--- config.mk ---
export PLATFORM = sky130hd
export DESIGN_NAME = textured_wall_column_span
export DESIGN_NICKNAME = d
export VERILOG_FILES = /design/src/hw/rtl/twcs_pkg.sv /design/src/hw/rtl/twcs_regs.sv /design/src/hw/rtl/twcs_divider.sv /design/src/hw/rtl/twcs_datapath.sv /design/src/hw/rtl/twcs_ctrl.sv /design/src/hw/rtl/textured_wall_column_span.sv
export SDC_FILE = /design/constraint.sdc
export NUM_CORES = 1
export LEC_CHECK = 0
export BUFFER_PORTS_ARGS = -buffer_cell sky130_fd_sc_hd__buf_4
export CAP_MARGIN = 20
export CORE_AREA = 2 2 247 249
export CTS_BUF_LIST = sky130_fd_sc_hd__clkbuf_4
export CTS_CLUSTER_SIZE = 30
export DETAILED_ROUTE_END_ITERATION = 10
export DIE_AREA = 0 0 249 251
export PLACE_DENSITY = 0.67
export SLEW_MARGIN = 15
export SYNTH_ARGS = -nofsm -noshare
export SYNTH_HDL_FRONTEND = slang
export SYNTH_SLANG_ARGS = --single-unit
export TNS_END_PERCENT = 1
--- constraint.sdc ---
create_clock -name clk -period 6.36 [get_ports clk]
set_input_delay 0.318 -clock clk [delete_from_list [all_inputs] [get_ports clk]]
set_output_delay 0.318 -clock clk [all_outputs]
set_load 0.005 [all_outputs]
--- src/hw/rtl/twcs_pkg.sv ---
// ----------------------------------------------------------------------------
// twcs_pkg: shared definitions for the textured wall column span
// Screen and texture geometry, register map, codes and the command and
// status groups that join the controller to the datapath.
// ----------------------------------------------------------------------------
package twcs_pkg;

  localparam int SCREEN_WIDTH  = 1024;
  localparam int SCREEN_HEIGHT = 768;
  localparam int TEX_SIZE      = 64;

  localparam int FIX_W  = 32;
  localparam int FRAC_W = 16;
  localparam int COL_W  = 10;
  localparam int ROW_W  = 10;
  localparam int TEX_W  = $clog2(TEX_SIZE);
  localparam int SIDE_W = 2;
  localparam int MMW_W  = 11;
  localparam int MMH_W  = 10;

  localparam int DIV_W   = 48;
  localparam int MUL_W   = 49;
  localparam int MUL_ITS = 32;
  localparam int POS_LSB = FRAC_W + 1;

  localparam int ADDR_W = 4;
  localparam int DATA_W = 32;

  localparam logic [DIV_W-1:0] HEIGHT_FIX  = DIV_W'(SCREEN_HEIGHT) << FRAC_W;
  localparam logic [DIV_W-1:0] TEX_SHIFT   = DIV_W'(TEX_SIZE) << FIX_W;
  localparam logic [FIX_W-1:0] MIN_PERP    = FIX_W'(7);
  localparam logic [FIX_W-1:0] FOCAL_RESET = FIX_W'(58116915);

  localparam logic CMD_START = 1'b0;
  localparam logic CMD_STEP  = 1'b1;

  localparam logic [SIDE_W-1:0] SIDE_NORTH = 2'd0;
  localparam logic [SIDE_W-1:0] SIDE_SOUTH = 2'd1;
  localparam logic [SIDE_W-1:0] SIDE_WEST  = 2'd2;
  localparam logic [SIDE_W-1:0] SIDE_EAST  = 2'd3;

  localparam logic [1:0] REG_FOCAL     = 2'd0;
  localparam logic [1:0] REG_MM_WIDTH  = 2'd1;
  localparam logic [1:0] REG_MM_HEIGHT = 2'd2;

  typedef struct packed {
    logic [FIX_W-1:0] focal_scale;
    logic [MMW_W-1:0] minimap_width;
    logic [MMH_W-1:0] minimap_height;
  } twcs_cfg_t;

  typedef struct packed {
    logic latch_start;
    logic div_go;
    logic div_sel_step;
    logic cap_h;
    logic geom;
    logic cap_step;
    logic mul_step;
    logic load_span;
    logic emit;
  } twcs_cmd_t;

  typedef struct packed {
    logic div_done;
    logic active;
  } twcs_stat_t;

endpackage

--- src/hw/rtl/twcs_regs.sv ---
// ----------------------------------------------------------------------------
// twcs_regs: configuration register file
// APB-style slave holding focal scale and minimap size.
// ----------------------------------------------------------------------------
module twcs_regs (
  input  logic                       clk,
  input  logic                       rst,
  input  logic                       psel,
  input  logic                       penable,
  input  logic                       pwrite,
  input  logic [twcs_pkg::ADDR_W-1:0] paddr,
  input  logic [twcs_pkg::DATA_W-1:0] pwdata,
  output logic [twcs_pkg::DATA_W-1:0] prdata,
  output logic                       pready,
  output twcs_pkg::twcs_cfg_t        cfg
);
  import twcs_pkg::*;

  logic [1:0] idx;
  logic       wr;

  assign idx    = paddr[ADDR_W-1:2];
  assign wr     = psel && penable && pwrite;
  assign pready = 1'b1;

  always_ff @(posedge clk) begin
    if (rst) begin
      cfg.focal_scale    <= FOCAL_RESET;
      cfg.minimap_width  <= '0;
      cfg.minimap_height <= '0;
    end else if (wr) begin
      case (idx)
        REG_FOCAL:     cfg.focal_scale    <= pwdata;
        REG_MM_WIDTH:  cfg.minimap_width  <= pwdata[MMW_W-1:0];
        REG_MM_HEIGHT: cfg.minimap_height <= pwdata[MMH_W-1:0];
        default: ;
      endcase
    end
  end

  always_comb begin
    case (idx)
      REG_FOCAL:     prdata = cfg.focal_scale;
      REG_MM_WIDTH:  prdata = DATA_W'(cfg.minimap_width);
      REG_MM_HEIGHT: prdata = DATA_W'(cfg.minimap_height);
      default:       prdata = '0;
    endcase
  end

endmodule

--- src/hw/rtl/twcs_divider.sv ---
// ----------------------------------------------------------------------------
// twcs_divider: iterative unsigned divider
// Restoring division, one quotient bit per cycle, done pulse at the end.
// ----------------------------------------------------------------------------
module twcs_divider (
  input  logic                      clk,
  input  logic                      rst,
  input  logic                      go,
  input  logic [twcs_pkg::DIV_W-1:0] dividend,
  input  logic [twcs_pkg::DIV_W-1:0] divisor,
  output logic                      done,
  output logic [twcs_pkg::DIV_W-1:0] quotient
);
  import twcs_pkg::*;

  localparam int CNT_W = $clog2(DIV_W);

  logic             busy;
  logic [CNT_W-1:0] cnt;
  logic [DIV_W-1:0] rem;
  logic [DIV_W-1:0] dvs;
  logic [DIV_W:0]   rem_shift;
  logic [DIV_W+1:0] diff;

  assign rem_shift = {rem, quotient[DIV_W-1]};
  assign diff      = {1'b0, rem_shift} - {2'b00, dvs};

  always_ff @(posedge clk) begin
    if (rst) begin
      busy <= 1'b0;
      done <= 1'b0;
      cnt  <= '0;
    end else begin
      done <= 1'b0;
      if (go) begin
        busy <= 1'b1;
        cnt  <= '0;
      end else if (busy) begin
        cnt <= cnt + 1'b1;
        if (cnt == CNT_W'(DIV_W - 1)) begin
          busy <= 1'b0;
          done <= 1'b1;
        end
      end
    end
  end

  always_ff @(posedge clk) begin
    if (go) begin
      quotient <= dividend;
      rem      <= '0;
      dvs      <= divisor;
    end else if (busy) begin
      if (!diff[DIV_W+1]) begin
        rem      <= diff[DIV_W-1:0];
        quotient <= {quotient[DIV_W-2:0], 1'b1};
      end else begin
        rem      <= rem_shift[DIV_W-1:0];
        quotient <= {quotient[DIV_W-2:0], 1'b0};
      end
    end
  end

endmodule

--- src/hw/rtl/twcs_datapath.sv ---
// ----------------------------------------------------------------------------
// twcs_datapath: span set-up arithmetic and pixel stepping
// Wall height and texture step through the shared divider, start position
// through a shift-add multiplier, then per-pixel row and texture advance.
// ----------------------------------------------------------------------------
module twcs_datapath (
  input  logic                       clk,
  input  logic                       rst,
  input  twcs_pkg::twcs_cmd_t        cmd,
  output twcs_pkg::twcs_stat_t       stat,
  input  twcs_pkg::twcs_cfg_t        cfg,
  input  logic [twcs_pkg::FIX_W-1:0]  perp_distance,
  input  logic signed [twcs_pkg::FIX_W-1:0] hit_x,
  input  logic signed [twcs_pkg::FIX_W-1:0] hit_y,
  input  logic [twcs_pkg::SIDE_W-1:0] wall_side,
  input  logic [twcs_pkg::COL_W-1:0]  column,
  output logic [twcs_pkg::COL_W-1:0]  screen_x,
  output logic [twcs_pkg::ROW_W-1:0]  screen_y,
  output logic [twcs_pkg::TEX_W-1:0]  texel_x,
  output logic [twcs_pkg::TEX_W-1:0]  texel_y,
  output logic [twcs_pkg::SIDE_W-1:0] texture_select,
  output logic                       last
);
  import twcs_pkg::*;

  localparam int CUT_W = $clog2(SCREEN_WIDTH) + 2;
  localparam int ROW_S = ROW_W + 3;

  logic [FIX_W-1:0]  d_clamp;
  logic [DIV_W-1:0]  dvd;
  logic [DIV_W-1:0]  dvs;
  logic [DIV_W-1:0]  quo;
  logic              div_done;

  logic [DIV_W-1:0]  h;
  logic [ROW_W-1:0]  row_first;
  logic [ROW_W-1:0]  row_y1;
  logic [MUL_W-1:0]  mcand;
  logic [FIX_W-1:0]  mplier;
  logic [MUL_W-1:0]  acc;
  logic [FIX_W-1:0]  step_hold;
  logic [FIX_W-1:0]  tex_step;
  logic [FIX_W-1:0]  tex_position;
  logic [ROW_W-1:0]  row_now;
  logic [ROW_W-1:0]  row_stop;
  logic [TEX_W-1:0]  span_texel_x;
  logic [SIDE_W-1:0] span_side;
  logic [COL_W-1:0]  span_column;
  logic              active;

  logic              h_le;
  logic [DIV_W-1:0]  low_gap;
  logic [DIV_W:0]    high_sum;
  logic [DIV_W:0]    y1_wide;
  logic [ROW_W-1:0]  first_calc;
  logic [ROW_W-1:0]  y1_calc;
  logic [MUL_W-1:0]  offs_calc;
  logic [FIX_W-1:0]  step_calc;

  logic [FIX_W-1:0]  wall;
  logic [TEX_W-1:0]  tx_raw;
  logic [TEX_W-1:0]  tx_calc;

  logic              cut;
  logic signed [ROW_S-1:0] mm_bottom;
  logic signed [ROW_S-1:0] y1_s;
  logic signed [ROW_S-1:0] first_s;
  logic signed [ROW_S-1:0] stop_s;
  logic              live;

  logic [ROW_W:0]    row_inc;
  logic              at_end;

  assign d_clamp = (perp_distance < MIN_PERP) ? MIN_PERP : perp_distance;
  assign dvd     = cmd.div_sel_step ? TEX_SHIFT : {cfg.focal_scale, FRAC_W'(0)};
  assign dvs     = cmd.div_sel_step ? h : {FRAC_W'(0), d_clamp};

  twcs_divider u_div (
    .clk      (clk),
    .rst      (rst),
    .go       (cmd.div_go),
    .dividend (dvd),
    .divisor  (dvs),
    .done     (div_done),
    .quotient (quo)
  );

  assign stat.div_done = div_done;
  assign stat.active   = active;

  // span geometry from the wall height
  assign h_le       = h <= HEIGHT_FIX;
  assign low_gap    = HEIGHT_FIX - h;
  assign high_sum   = {1'b0, h} + {1'b0, HEIGHT_FIX};
  assign y1_wide    = high_sum >> POS_LSB;
  assign first_calc = h_le ? ROW_W'(low_gap >> POS_LSB) : '0;
  assign y1_calc    = (y1_wide > (DIV_W+1)'(SCREEN_HEIGHT - 1)) ?
                      ROW_W'(SCREEN_HEIGHT - 1) : ROW_W'(y1_wide);
  assign offs_calc  = h_le ? (MUL_W'(0) - MUL_W'(low_gap[POS_LSB-1:0])) :
                      ({1'b0, h} - {1'b0, HEIGHT_FIX});
  assign step_calc  = (|quo[DIV_W-1:FIX_W]) ? '1 : quo[FIX_W-1:0];

  assign wall    = (wall_side inside {SIDE_NORTH, SIDE_SOUTH}) ? hit_x : hit_y;
  assign tx_raw  = wall[FRAC_W-1 -: TEX_W];
  assign tx_calc = (wall_side inside {SIDE_NORTH, SIDE_EAST}) ? ~tx_raw : tx_raw;

  // minimap cut and stop row
  assign cut       = (CUT_W'(span_column) + CUT_W'(cfg.minimap_width)) >
                     CUT_W'(SCREEN_WIDTH);
  assign mm_bottom = ROW_S'(SCREEN_HEIGHT + 1) - ROW_S'(cfg.minimap_height);
  assign y1_s      = ROW_S'(row_y1);
  assign first_s   = ROW_S'(row_first);
  assign stop_s    = (cut && (mm_bottom < y1_s)) ? mm_bottom : y1_s;
  assign live      = first_s < stop_s;

  assign row_inc = {1'b0, row_now} + 1'b1;
  assign at_end  = row_inc >= {1'b0, row_stop};

  always_ff @(posedge clk) begin
    if (rst) begin
      active <= 1'b0;
    end else if (cmd.latch_start) begin
      active <= 1'b0;
    end else if (cmd.load_span) begin
      active <= live;
    end else if (cmd.emit && at_end) begin
      active <= 1'b0;
    end
  end

  always_ff @(posedge clk) begin
    if (rst) begin
      tex_position <= '0;
      tex_step     <= '0;
      row_now      <= '0;
      row_stop     <= '0;
      span_texel_x <= '0;
      span_side    <= '0;
      span_column  <= '0;
    end else begin
      if (cmd.latch_start) begin
        span_texel_x <= tx_calc;
        span_side    <= wall_side;
        span_column  <= column;
      end
      if (cmd.load_span) begin
        tex_position <= acc[POS_LSB +: FIX_W];
        tex_step     <= step_hold;
        row_now      <= row_first;
        row_stop     <= live ? ROW_W'(stop_s) : row_first;
      end else if (cmd.emit) begin
        tex_position <= tex_position + tex_step;
        row_now      <= row_inc[ROW_W-1:0];
      end
    end
  end

  always_ff @(posedge clk) begin
    if (cmd.cap_h) begin
      h <= quo;
    end
    if (cmd.geom) begin
      row_first <= first_calc;
      row_y1    <= y1_calc;
      mcand     <= offs_calc;
    end
    if (cmd.cap_step) begin
      step_hold <= step_calc;
      mplier    <= step_calc;
      acc       <= '0;
    end else if (cmd.mul_step) begin
      acc    <= acc + (mplier[0] ? mcand : MUL_W'(0));
      mcand  <= {mcand[MUL_W-2:0], 1'b0};
      mplier <= {1'b0, mplier[FIX_W-1:1]};
    end
  end

  always_ff @(posedge clk) begin
    if (cmd.emit) begin
      screen_x       <= span_column;
      screen_y       <= row_now;
      texel_x        <= span_texel_x;
      texel_y        <= tex_position[FRAC_W +: TEX_W];
      texture_select <= span_side;
      last           <= at_end;
    end
  end

endmodule

--- src/hw/rtl/twcs_ctrl.sv ---
// ----------------------------------------------------------------------------
// twcs_ctrl: span controller
// Sequences set-up through two divisions and the multiply, and steps pixels
// into the output register under the request and pixel handshakes.
// ----------------------------------------------------------------------------
module twcs_ctrl (
  input  logic                 clk,
  input  logic                 rst,
  input  logic                 cmd_valid,
  output logic                 cmd_ready,
  input  logic                 command,
  output logic                 pix_valid,
  input  logic                 pix_ready,
  input  twcs_pkg::twcs_stat_t stat,
  output twcs_pkg::twcs_cmd_t  cmd
);
  import twcs_pkg::*;

  localparam int CNT_W = $clog2(MUL_ITS);

  typedef enum logic [2:0] {
    ST_IDLE,
    ST_DIV_H,
    ST_GEOM,
    ST_DIV_STEP,
    ST_MUL,
    ST_LOAD
  } state_t;

  state_t           state;
  logic [CNT_W-1:0] mul_cnt;
  logic             accept;

  assign cmd_ready = (state == ST_IDLE) && (!pix_valid || pix_ready);
  assign accept    = cmd_valid && cmd_ready;

  always_comb begin
    cmd              = '0;
    cmd.latch_start  = accept && (command == CMD_START);
    cmd.div_sel_step = state == ST_GEOM;
    cmd.div_go       = cmd.latch_start || (state == ST_GEOM);
    cmd.cap_h        = (state == ST_DIV_H) && stat.div_done;
    cmd.geom         = state == ST_GEOM;
    cmd.cap_step     = (state == ST_DIV_STEP) && stat.div_done;
    cmd.mul_step     = state == ST_MUL;
    cmd.load_span    = state == ST_LOAD;
    cmd.emit         = accept && (command == CMD_STEP) && stat.active;
  end

  always_ff @(posedge clk) begin
    if (rst) begin
      state     <= ST_IDLE;
      mul_cnt   <= '0;
      pix_valid <= 1'b0;
    end else begin
      if (cmd.emit) begin
        pix_valid <= 1'b1;
      end else if (pix_ready) begin
        pix_valid <= 1'b0;
      end
      case (state)
        ST_IDLE: begin
          if (cmd.latch_start) begin
            state <= ST_DIV_H;
          end
        end
        ST_DIV_H: begin
          if (stat.div_done) begin
            state <= ST_GEOM;
          end
        end
        ST_GEOM: begin
          state <= ST_DIV_STEP;
        end
        ST_DIV_STEP: begin
          if (stat.div_done) begin
            state   <= ST_MUL;
            mul_cnt <= '0;
          end
        end
        ST_MUL: begin
          mul_cnt <= mul_cnt + 1'b1;
          if (mul_cnt == CNT_W'(MUL_ITS - 1)) begin
            state <= ST_LOAD;
          end
        end
        ST_LOAD: begin
          state <= ST_IDLE;
        end
        default: begin
          state <= ST_IDLE;
        end
      endcase
    end
  end

endmodule

--- src/hw/rtl/textured_wall_column_span.sv ---
// ----------------------------------------------------------------------------
// textured_wall_column_span: raycaster wall column span generator
// Step requests give one pixel per cycle unless pix_ready stalls the output;
//   each result sits in the output register the cycle after its request is taken.
// A start request holds the request channel through two passes of the shared
//   restoring divider and a shift-add multiply.
// Synchronous reset clears the controller, span state and configuration registers at once.
// ----------------------------------------------------------------------------
module textured_wall_column_span (
  input  logic                              clk,
  input  logic                              rst,
  input  logic                              psel,
  input  logic                              penable,
  input  logic                              pwrite,
  input  logic [twcs_pkg::ADDR_W-1:0]        paddr,
  input  logic [twcs_pkg::DATA_W-1:0]        pwdata,
  output logic [twcs_pkg::DATA_W-1:0]        prdata,
  output logic                              pready,
  input  logic                              cmd_valid,
  output logic                              cmd_ready,
  input  logic                              command,
  input  logic [twcs_pkg::FIX_W-1:0]         perp_distance,
  input  logic signed [twcs_pkg::FIX_W-1:0]  hit_x,
  input  logic signed [twcs_pkg::FIX_W-1:0]  hit_y,
  input  logic [twcs_pkg::SIDE_W-1:0]        wall_side,
  input  logic [twcs_pkg::COL_W-1:0]         column,
  output logic                              pix_valid,
  input  logic                              pix_ready,
  output logic [twcs_pkg::COL_W-1:0]         screen_x,
  output logic [twcs_pkg::ROW_W-1:0]         screen_y,
  output logic [twcs_pkg::TEX_W-1:0]         texel_x,
  output logic [twcs_pkg::TEX_W-1:0]         texel_y,
  output logic [twcs_pkg::SIDE_W-1:0]        texture_select,
  output logic                              last
);
  import twcs_pkg::*;

  twcs_cfg_t  cfg;
  twcs_cmd_t  cmd;
  twcs_stat_t stat;

  twcs_regs u_regs (
    .clk     (clk),
    .rst     (rst),
    .psel    (psel),
    .penable (penable),
    .pwrite  (pwrite),
    .paddr   (paddr),
    .pwdata  (pwdata),
    .prdata  (prdata),
    .pready  (pready),
    .cfg     (cfg)
  );

  twcs_ctrl u_ctrl (
    .clk       (clk),
    .rst       (rst),
    .cmd_valid (cmd_valid),
    .cmd_ready (cmd_ready),
    .command   (command),
    .pix_valid (pix_valid),
    .pix_ready (pix_ready),
    .stat      (stat),
    .cmd       (cmd)
  );

  twcs_datapath u_dp (
    .clk            (clk),
    .rst            (rst),
    .cmd            (cmd),
    .stat           (stat),
    .cfg            (cfg),
    .perp_distance  (perp_distance),
    .hit_x          (hit_x),
    .hit_y          (hit_y),
    .wall_side      (wall_side),
    .column         (column),
    .screen_x       (screen_x),
    .screen_y       (screen_y),
    .texel_x        (texel_x),
    .texel_y        (texel_y),
    .texture_select (texture_select),
    .last           (last)
  );

endmodule

# Yosys cells after proc, flatten, opt, wreduce, memory -nomap -nowiden
# Cells that the tools add are included.
[word_totals]
out_inout_bits = 70
inputBits = 152
register_bits = 582
elab_cells = 144
[classes]
add_sub_neg = 12
n_reduce_logical = 34
eq_ne = 15
muxes = 39
order_cmp = 7
n_bitwise = 3
[ops]
columns = ["cell", "count"]
rows = [
  ["49-bit 2-to-1 mux", 5],
  ["32-bit 2-to-1 mux", 7],
  ["48-bit 2-to-1 mux", 4],
  ["32-bit one-hot mux with 3 select lines", 1],
  ["49-bit by 48-bit subtractor with 50-bit output", 1],
  ["48-bit by 26-bit adder with 49-bit output, second input constant", 1],
  ["49-bit adder", 1],
  ["48-bit by 26-bit subtractor with 49-bit output, second input constant", 1],
  ["48-bit by 26-bit less-or-equal comparator with 1-bit output, second input constant", 1],
  ["32-bit adder", 1],
  ["32-bit by 10-bit greater-than comparator with 1-bit output, second input constant", 1],
  ["32-bit by 3-bit less-than comparator with 1-bit output, second input constant", 1],
  ["10-bit 2-to-1 mux", 3],
  ["26-bit by 27-bit subtractor with 27-bit output, first input constant", 1],
  ["1-bit by 17-bit subtractor with 18-bit output, first input constant", 1],
  ["16-bit 2-to-1 mux", 1],
  ["2-bit nonzero test", 8],
  ["16-bit OR reduction", 1],
  ["3-bit one-hot mux with 5 select lines", 1],
  ["11-bit by 13-bit less-than comparator with 1-bit output", 1],
  ["13-bit by 11-bit less-than comparator with 1-bit output", 1],
  ["13-bit 2-to-1 mux", 1],
  ["10-bit by 11-bit adder with 12-bit output", 1],
  ["12-bit by 11-bit greater-than comparator with 1-bit output, second input constant", 1],
  ["30 further kinds", 64],
]

# Longest topological paths before layout
# Gate-level depths: netlist of the first run.
[logic_depth]
word_depth = 9
mapped_depth = 23
depth_no_buf = 21

# Modules after synthesis
# From an unflattened synthesis of the first run, not the netlist that was laid out.
[unflattened]
hier_cells = 3234
area_unflattened_um2 = 30953.4
[modules_own_cells]
columns = ["mod", "seq_area_each_um2", "area_each_um2", "cells_per_inst", "instances"]
rows = [
  ["twcs_datapath", 7937.6, 18924.4, 2013, 1],
  ["twcs_divider", 4003.8, 8896.0, 879, 1],
  ["twcs_regs", 1061.0, 2592.5, 280, 1],
  ["twcs_ctrl", 180.2, 540.5, 62, 1],
]

# Least setup slack after synthesis of the first run
# No wires, ideal clock.
[synth_timing]
path_type = "reg2reg"
start = "register, netlist name u_regs.cfg[1]"
end = "register u_dp.row_stop[8]"
path_buffers = 2
period_less_slack_ps = 4565
path_slack_ps = 1795
setup_time_ps = 115
path_stages_with_launch = 23
arrival_ps = 4451
required_ps = 6245
path_cell_list = "dfxtp_1 -> inv_1 -> ha_1 -> ha_1 -> a21o_1 -> a31oi_1 -> o21ai_0 -> o2111ai_1 -> a21oi_1 -> a311oi_1 -> buf_2 -> mux2i_1 -> ha_1 -> a21o_1 -> a21o_1 -> a21oi_1 -> nor2b_1 -> nand2b_1 -> mux2i_2 -> o21a_1 -> buf_4 -> mux2i_1 -> o21a_1"
[synth_via]
elab_chain_cells = 6
[synth_lines]
columns = ["element", "line", "source"]
rows = [
  ["10-bit by 10-bit subtractor with 11-bit output *", "twcs_datapath.sv:110", "assign mm_bottom = ROW_S'(SCREEN_HEIGHT + 1) - ROW_S'(cfg.minimap_height);"],
  ["13-bit by 11-bit less-than comparator with 1-bit output", "twcs_datapath.sv:113", "assign stop_s = (cut && (mm_bottom < y1_s)) ? mm_bottom : y1_s;"],
  ["1-bit logical AND", "twcs_datapath.sv:113", ""],
  ["13-bit 2-to-1 mux *", "twcs_datapath.sv:113", ""],
  ["11-bit by 13-bit less-than comparator with 1-bit output", "twcs_datapath.sv:114", "assign live = first_s < stop_s;"],
  ["10-bit 2-to-1 mux *", "twcs_datapath.sv:150", "row_stop <= live ? ROW_W'(stop_s) : row_first;"],
  ["to (signal assigned)", "twcs_datapath.sv:150", ""],
  ["to (decl)", "twcs_datapath.sv:45", "logic [ROW_W-1:0] row_stop;"],
]
# Mark *: on every way between the ends. The rest lies on a longest branch, timed or not.
# A chain may end at the register's enable or synchronous reset.

# Final worst setup path of the first run
[layout_timing]
start = "register, netlist name u_regs.cfg[1]"
end = "register u_dp.row_stop[2]"
[layout_via]
elab_chain_cells = 6
[layout_lines]
columns = ["element", "line"]
rows = [
  ["10-bit by 10-bit subtractor with 11-bit output *", "twcs_datapath.sv:110"],
  ["13-bit by 11-bit less-than comparator with 1-bit output", "twcs_datapath.sv:113"],
  ["1-bit logical AND", "twcs_datapath.sv:113"],
  ["13-bit 2-to-1 mux *", "twcs_datapath.sv:113"],
  ["11-bit by 13-bit less-than comparator with 1-bit output", "twcs_datapath.sv:114"],
  ["10-bit 2-to-1 mux *", "twcs_datapath.sv:150"],
]
# Marked as above.

==> run_results.csv, run 1 <==
group,metric,value,unit
critical_path,slowest_stage,"dfxtp_1",
drt,drcViolationCount,0,
clock_network,cts.sinks,532,
timing,setup_viol,0,
drt,ant_nets,0,
critical_path,r2r-end,"u_dp.row_stop[2]$_SDFFE_PP0P_",
timing,relSlewSlack,25.58,%
global_routing,grt_pass1_wl,130.7,mm
power_and_ir_drop,seq_power_share,43.6,%
critical_path,crit_path_max_incr_delay,0.52,ns
clock_network,cts-root-buf,"clkbuf_4",
critical_path,reg2regPathDepth,20,
critical_path,cp.required,7.23,ns
critical_path,crit_path_start_kind,"register",
synth,syn_nets,3589,
drt,totalWireLength,82.19,mm
synth,synth-seq-area-share,44.62,%
synth,synth_area,0.02954,sq mm
clock_network,htree_levels,4,
power_and_ir_drop,internal_power,6.417,mW
place,hpwl,57.11,mm
drt,wl_per_cell,18.45,microns
floorplan,num_rows,90,
timing,tightest_slew,1.116,ns
global_routing,grt_use_total,26.07,%
synth,synthDistinctLibCells,89,
power_and_ir_drop,peakVddDrop,0.1978,mV
min_path,min_path_type,"in -> reg",
drt,num_vias,25550,
clock_network,cts_tree,"built",
floorplan,io_pins,222,
timing,timing.setup.tns,0,ns
finish,final_util,57.59,%
global_routing,grt_max_degree,95,
synth,async_reset_ff_share,0,%
floorplan,fp.dieH,251,microns
timing,finalClockSkew,0.04744,ns
critical_path,path_class,"reg -> reg",
finish,drive_above_1_share,14.71,%
synth,syn-instance-count,3278,
synth,syn_area_per_cell,9.013,sq um
job,cap_violations,0,
critical_path,startpoint,"u_regs.cfg[1]$_SDFFE_PP0P_",
timing,fin_crit_sh,83.38,%
timing,fin_crit,5.303,ns
floorplan,core-area,0.05979,sq mm
drt,routed_via_density,5.735,
clock_network,clk-insertion-delay-late,0.99,ns
min_path,hold_start,"pwdata[21]",
floorplan,initial_core_util,49.41,%
power_and_ir_drop,p_sw,2.732,mW
global_routing,gr-total-overflow,0,
power_and_ir_drop,p_per_area,265.7,mW/mm^2
finish,nets,3865,
clock_network,cts_buffers,146,
timing,hold_violations,0,
timing,drv_slew,0,
drt,drt_first_pass_iters,6,
power_and_ir_drop,swShare,29.86,%
critical_path,crit_end,"u_dp.row_stop[2]$_SDFFE_PP0P_",
power_and_ir_drop,combPwrFrac,20.3,%
timing,rsz0062_at_grt,"false",
place,finalWeightedCongestion,0.9100,
critical_path,r2r_slack,1.06,ns
drt,drt_iter0_markers,1930,
floorplan,die_area,0.06250,sq mm
critical_path,path_max_fanout,10,
critical_path,crit_chain,"inv_1 -> ha_1 -> ha_1 -> a21o_1 -> a31oi_1 -> o21ai_0 -> o2111ai_1 -> a21oi_1 -> a311oi_2 -> mux2i_1 -> ha_1 -> a21o_1 -> a21o_1 -> a21oi_1 -> nor2b_1 -> nand2b_1 -> mux2i_2 -> o21a_1 -> o211ai_1 -> a21oi_1",
global_routing,antenna_found_initial,1,
power_and_ir_drop,p_leak,14.23,nW
finish,syn_to_final_growth,16.56,%
synth,yosys_warnings,0,
floorplan,die_w,249,microns
timing,max_freq,188.6,MHz
status,status,"completed",
synth,synth_edf_count,253,
synth,ys.flop_type,"dfxtp_1",
clock_network,cts_max_path_buffers,3,
critical_path,cp-end-kind,"register",
clock_network,post_cts.repair.setup_buffers,0,
critical_path,reg2reg_from,"u_regs.cfg[1]$_SDFFE_PP0P_",
clock_network,path_clk_slew,0.06,ns
critical_path,crit_arrival,6.17,ns
power_and_ir_drop,power_frac_clock,36.1,%
synth,synth_seq_cells,532,
place,port-buffer-count,166,
global_routing,grt_pass1_vias,24890,
layout by cell type, fill, tap and decap left out, types with 27 or more instances in the layout:
master         Yosys  layout
clkbuf_4           0     229
dfxtp_1          279     278
a211oi_1          27      27
ha_1             155     155
dlygate4sd3_1      0     113
or2_2             39      39
nand2_1          511     509
buf_4              9     199
a21oi_1          301     301
xnor2_1           92      92
nand4_1           27      27
o22ai_1           34      34
nor3_1            63      60
a31oi_1           32      32
nand3_1           28      28
a21o_1            72      72
o21ai_0          191     191
nand2b_1          32      32
xor2_1            69      69
mux2i_1           62      62
and2_1            67      67
nor2_1           234     230
and3_1            54      54
edfxtp_1         253     253
inv_1            122     120
sequential cells by signal, summed over array words and instances, names as in the netlist, 22 cells and up:
name                 count
u_dp.u_div.dvs          48
u_dp.tex_step           22
u_dp.u_div.rem          48
u_dp.h                  48
u_dp.u_div.quotient     48
u_dp.mcand              39
u_regs.cfg              53
u_dp.tex_position       22
u_dp.mplier             32
u_dp.step_hold          22
u_dp.acc                39
per-layer routing:
layer / track usage, % / wire, microns / vias up
met1: 33.03 / 35110 / 12140
li1: - / - / 12370
met2: 43.72 / 39250 / 879
met3: 5.084 / 5177 / 160
met5: 0 / 0 / -
met4: 10.74 / 2652 / 0
Yosys cell counts, types with 23 or more instances:
master,number,share of area [%]
dfxtp_1,279,19
mux2i_1,62,2.1
o22ai_1,34,0.72
a21oi_1,301,5.1
ha_1,155,6.6
nor3_1,63,1.1
o211ai_1,25,0.64
a21o_1,72,1.8
xor2_1,69,2.0
and3_1,54,1.1
inv_1,122,1.5
nand2b_1,32,0.68
or2_2,39,0.83
edfxtp_1,253,26
nand3_1,28,0.47
xnor2_1,92,2.7
nand2_1,511,6.5
nand4_1,27,0.57
clkbuf_1,146,1.9
a211oi_1,27,0.69
and2_1,67,1.4
o21a_1,25,0.64
a31oi_1,32,0.68
o21ai_0,191,3.2
nor2_1,234,3.0
a22oi_1,25,0.64
mux2_2,23,0.88
cell type report:
type                    count  area (sq um)
clock buffers             229          1719
multi-input cells        2436         15170
diodes                      1         2.502
inverters                 125         470.5
well taps                 782         978.4
flip-flops and latches    532         13180
fillers                  5324         25360
repair buffers            313          2645
clock inverters            37         270.3
kinds of logic after synthesis:
family,share of synthesized area [%]
simple gates,18.43
fa+ha+maj,6.869
xor+xnor,4.773
other cells,0.01269
compound gates,18.03
buf+inv,4.239
mux,3.024
flops,44.62
critical path, delay by kind of cell (launching register included):
kind / cells / cell delay (ns)
compound gates: 12 / 2.54
simple gates: 2 / 0.36
fa+ha+maj: 3 / 0.95
flops: 1 / 0.52
buf+inv: 1 / 0.08
mux: 2 / 0.76
power groups by stage:
stage	Combinational [mW]	Sequential (mW)	Clock (mW)
3_5_place_dp	1.78	4.06	0
5_1_grt	2.09	4.01	3.56
6_report	1.86	3.99	3.30
2_1_floorplan	1.40	4.00	0
4_1_cts	1.85	3.99	3.39
3_3_place_gp	1.74	4.05	0
worst min-delay path by stage:
stage	slack [ns]	cells after the start	end
2_1_floorplan	0.41	0	u_dp.texture_select[0]$_DFFE_PP_
3_3_place_gp	0.42	0	u_dp.texel_x[1]$_DFFE_PP_
3_5_place_dp	0.42	0	u_dp.texel_x[4]$_DFFE_PP_
4_1_cts	0.006	4	u_regs.cfg[42]$_SDFFE_PP1P_
5_1_grt	0.06	4	u_regs.cfg[32]$_SDFFE_PP1P_
6_report	0.13	4	u_regs.cfg[42]$_SDFFE_PP1P_
metrics by stage:
| stage | total power [mW] | area [sq um] | std cells | setup WS [ns] | hold WS, ns |
|---|---|---|---|---|---|
| after floorplan | 5.395 | 29540 | 3278 | 1.795 | 0.4081 |
| after global placement | 5.796 | 31290 | 4073 | 1.135 | 0.4157 |
| after detailed placement | 5.846 | 31290 | 4073 | 1.062 | 0.4163 |
| after CTS | 9.223 | 34410 | 4452 | 1.049 | 0.005950 |
| after global routing | 9.663 | 34440 | 4455 | 0.6384 | 0.06272 |
| final | 9.150 | 34440 | 4455 | 1.057 | 0.1319 |
timing repair:
item / in CTS / in global routing
hold buffers: 113 / 0
hold endpoints to repair: 174 / 0
gates resized for setup: 0 / 0
No activity file was read; power rests on OpenSTA's default activity.
==> run 2, diff against run 1 <==
==> constraint.sdc (replaced) <==
create_clock -name clk -period 5 [get_ports clk]
set_input_delay 0.25 -clock clk [delete_from_list [all_inputs] [get_ports clk]]
set_output_delay 0.25 -clock clk [all_outputs]
set_load 0.005 [all_outputs]
==> run_results.csv, run 2 (same netlist as run 1, synthesis figures left out) <==
group,metric,value,unit
drt,ant_nets,0,
finish,largest_reg_flops,53,
timing,relSlewSlack,31.89,%
timing,fin_hold_ws,0.1010,ns
place,port-buffer-count,166,
critical_path,r2r-end,"u_dp.row_stop[2]$_SDFFE_PP0P_",
place,hpwl,57.74,mm
critical_path,r2r_slack,0.25,ns
timing,max_freq,210.5,MHz
critical_path,cp-end-kind,"register",
critical_path,slowest_stage,"or4_4",
power_and_ir_drop,power,11.57,mW
drt,num_vias,25990,
floorplan,initial_core_util,49.41,%
finish,syn_to_final_growth,19.44,%
power_and_ir_drop,p_per_area,327.8,mW/mm^2
clock_network,path_clk_slew,0.07,ns
finish,final_util,59.01,%
floorplan,num_rows,90,
min_path,whs_endpoint,"u_regs.cfg[52]$_SDFFE_PP0P_",
min_path,whs_path_depth,4,
timing,finalClockSkew,0.06625,ns
finish,mostFrequentLayoutCells,"509 x nand2_1, 300 x a21oi_1, 275 x dfxtp_1",
floorplan,core-area,0.05979,sq mm
min_path,hold_start,"pwdata[31]",
critical_path,crit_path_start_kind,"register",
critical_path,crit_family,"compound AO/OA/AOI/OAI gates",
global_routing,grt_max_degree,92,
global_routing,grt_pass1_vias,25740,
finish,nets,3946,
clock_network,cts_max_path_buffers,3,
status,status,"completed",
critical_path,crit_chain,"ha_2 -> inv_1 -> fa_1 -> xor2_1 -> nand4b_1 -> or4_4 -> a2111oi_4 -> a311oi_2 -> buf_12 -> mux2i_4 -> ha_1 -> a21o_1 -> a21o_1 -> a21oi_2 -> nor2b_4 -> nand2b_1 -> mux2i_2 -> o21a_1 -> buf_12 -> o211ai_1 -> a21oi_1",
global_routing,grt_pass1_wl,134.9,mm
timing,fin_crit_sh,95.03,%
timing,drv_slew,0,
power_and_ir_drop,peakVddDrop,0.3257,mV
clock_network,cts.sinks,532,
floorplan,die_area,0.06250,sq mm
timing,setup_slack,0.2486,ns
clock_network,cts_tree,"built",
drt,wl_per_cell,18.66,microns
critical_path,startpoint,"u_regs.cfg[10]$_SDFFE_PP0P_",
drt,drt_first_pass_iters,6,
timing,hold_violations,0,
timing,setup_viol,0,
floorplan,fp.dieH,251,microns
power_and_ir_drop,p_leak,14.50,nW
place,dp_slack,0.2338,ns
critical_path,crit_path_max_incr_delay,0.57,ns
critical_path,cp.required,5.91,ns
drt,drcViolationCount,0,
global_routing,gr-total-overflow,0,
critical_path,reg2reg_from,"u_regs.cfg[10]$_SDFFE_PP0P_",
finish,drive_above_1_share,14.92,%
floorplan,io_pins,222,
clock_network,cts-root-buf,"clkbuf_4",
timing,fin_crit,4.751,ns
clock_network,cts_buffers,147,
critical_path,path_max_fanout,10,
finish,regMostFlops,"u_regs.cfg",
clock_network,clk-insertion-delay-late,1.02,ns
drt,totalWireLength,84.78,mm
global_routing,antenna_found_initial,3,
global_routing,grt_use_total,26.89,%
critical_path,reg2regPathDepth,21,
critical_path,path_class,"reg -> reg",
drt,routed_via_density,5.720,
drt,drt_iter0_markers,2220,
critical_path,critPathBufInv,3,
critical_path,crit_arrival,5.66,ns
floorplan,die_w,249,microns
finish,final_common_cell,"nand2_1",
job,cap_violations,0,
timing,tightest_slew,0.9959,ns
place,finalWeightedCongestion,0.9074,
min_path,min_path_type,"in -> reg",
clock_network,htree_levels,4,
run 2: worst register-to-register path: cells and delay by family, from the launching register on:
kind	cells	cell delay, ns
flops	1	0.35
compound gates	8	1.57
fa+ha+maj	3	0.89
xor+xnor	1	0.14
buf+inv	3	0.37
mux	2	0.37
simple gates	4	0.94
run 2: worst max path at each step:
stage	slack, ns	end	cells past startpoint
2_1_floorplan	0.43	u_dp.row_stop[8]$_SDFFE_PP0P_	22
6_report	0.25	u_dp.row_stop[2]$_SDFFE_PP0P_	21
4_1_cts	0.17	u_dp.row_stop[3]$_SDFFE_PP0P_	21
3_5_place_dp	0.23	u_dp.row_stop[3]$_SDFFE_PP0P_	21
3_3_place_gp	0.28	u_dp.row_stop[8]$_SDFFE_PP0P_	21
5_1_grt	-0.03	u_dp.row_stop[1]$_SDFFE_PP0P_	21
run 2: layer usage:
metal,part of all wire [%],vias up,wire length [microns],GRT usage (%)
met2,47,875,40250,44.89
met1,43,12380,36480,34.09
met3,6.3,179,5346,5.477
li1,-,12550,-,-
met4,3.2,0,2698,11.08
met5,0,-,0,0
run 2: what timing repair did:
action / in CTS / in global routing
endpoints found under the setup margin: 0 / 11
setup buffers: 0 / 2
endpoints found under the hold margin: 190 / 0
hold buffers: 180 / 0
gates resized for setup: 0 / 16
run 2: area by class of cell:
class | count | area (sq um)
Timing Repair Buffer | 393 | 3472
Antenna cell | 8 | 20.02
Sequential cell | 532 | 13190
Tap cell | 782 | 978.4
Multi-Input combinational cell | 2436 | 15230
Clock inverter | 43 | 247.7
Inverter | 125 | 470.5
Clock buffer | 224 | 1682
Fill cell | 5132 | 24510
run 2: metrics by stage:
stage	cells	area, sq um	TNS (ns)
after floorplan	3278	29540	0
after detailed placement	4083	31390	0
after global placement	4083	31390	0
after global routing	4543	35290	-0.1206
final	4543	35290	0
after CTS	4530	35120	0
run 2: power breakdown:
part,switching (mW),internal [mW]
Sequential,0.233,4.85
Combinational,1.35,1.05
Clock,1.92,2.15
Total,3.51,8.06
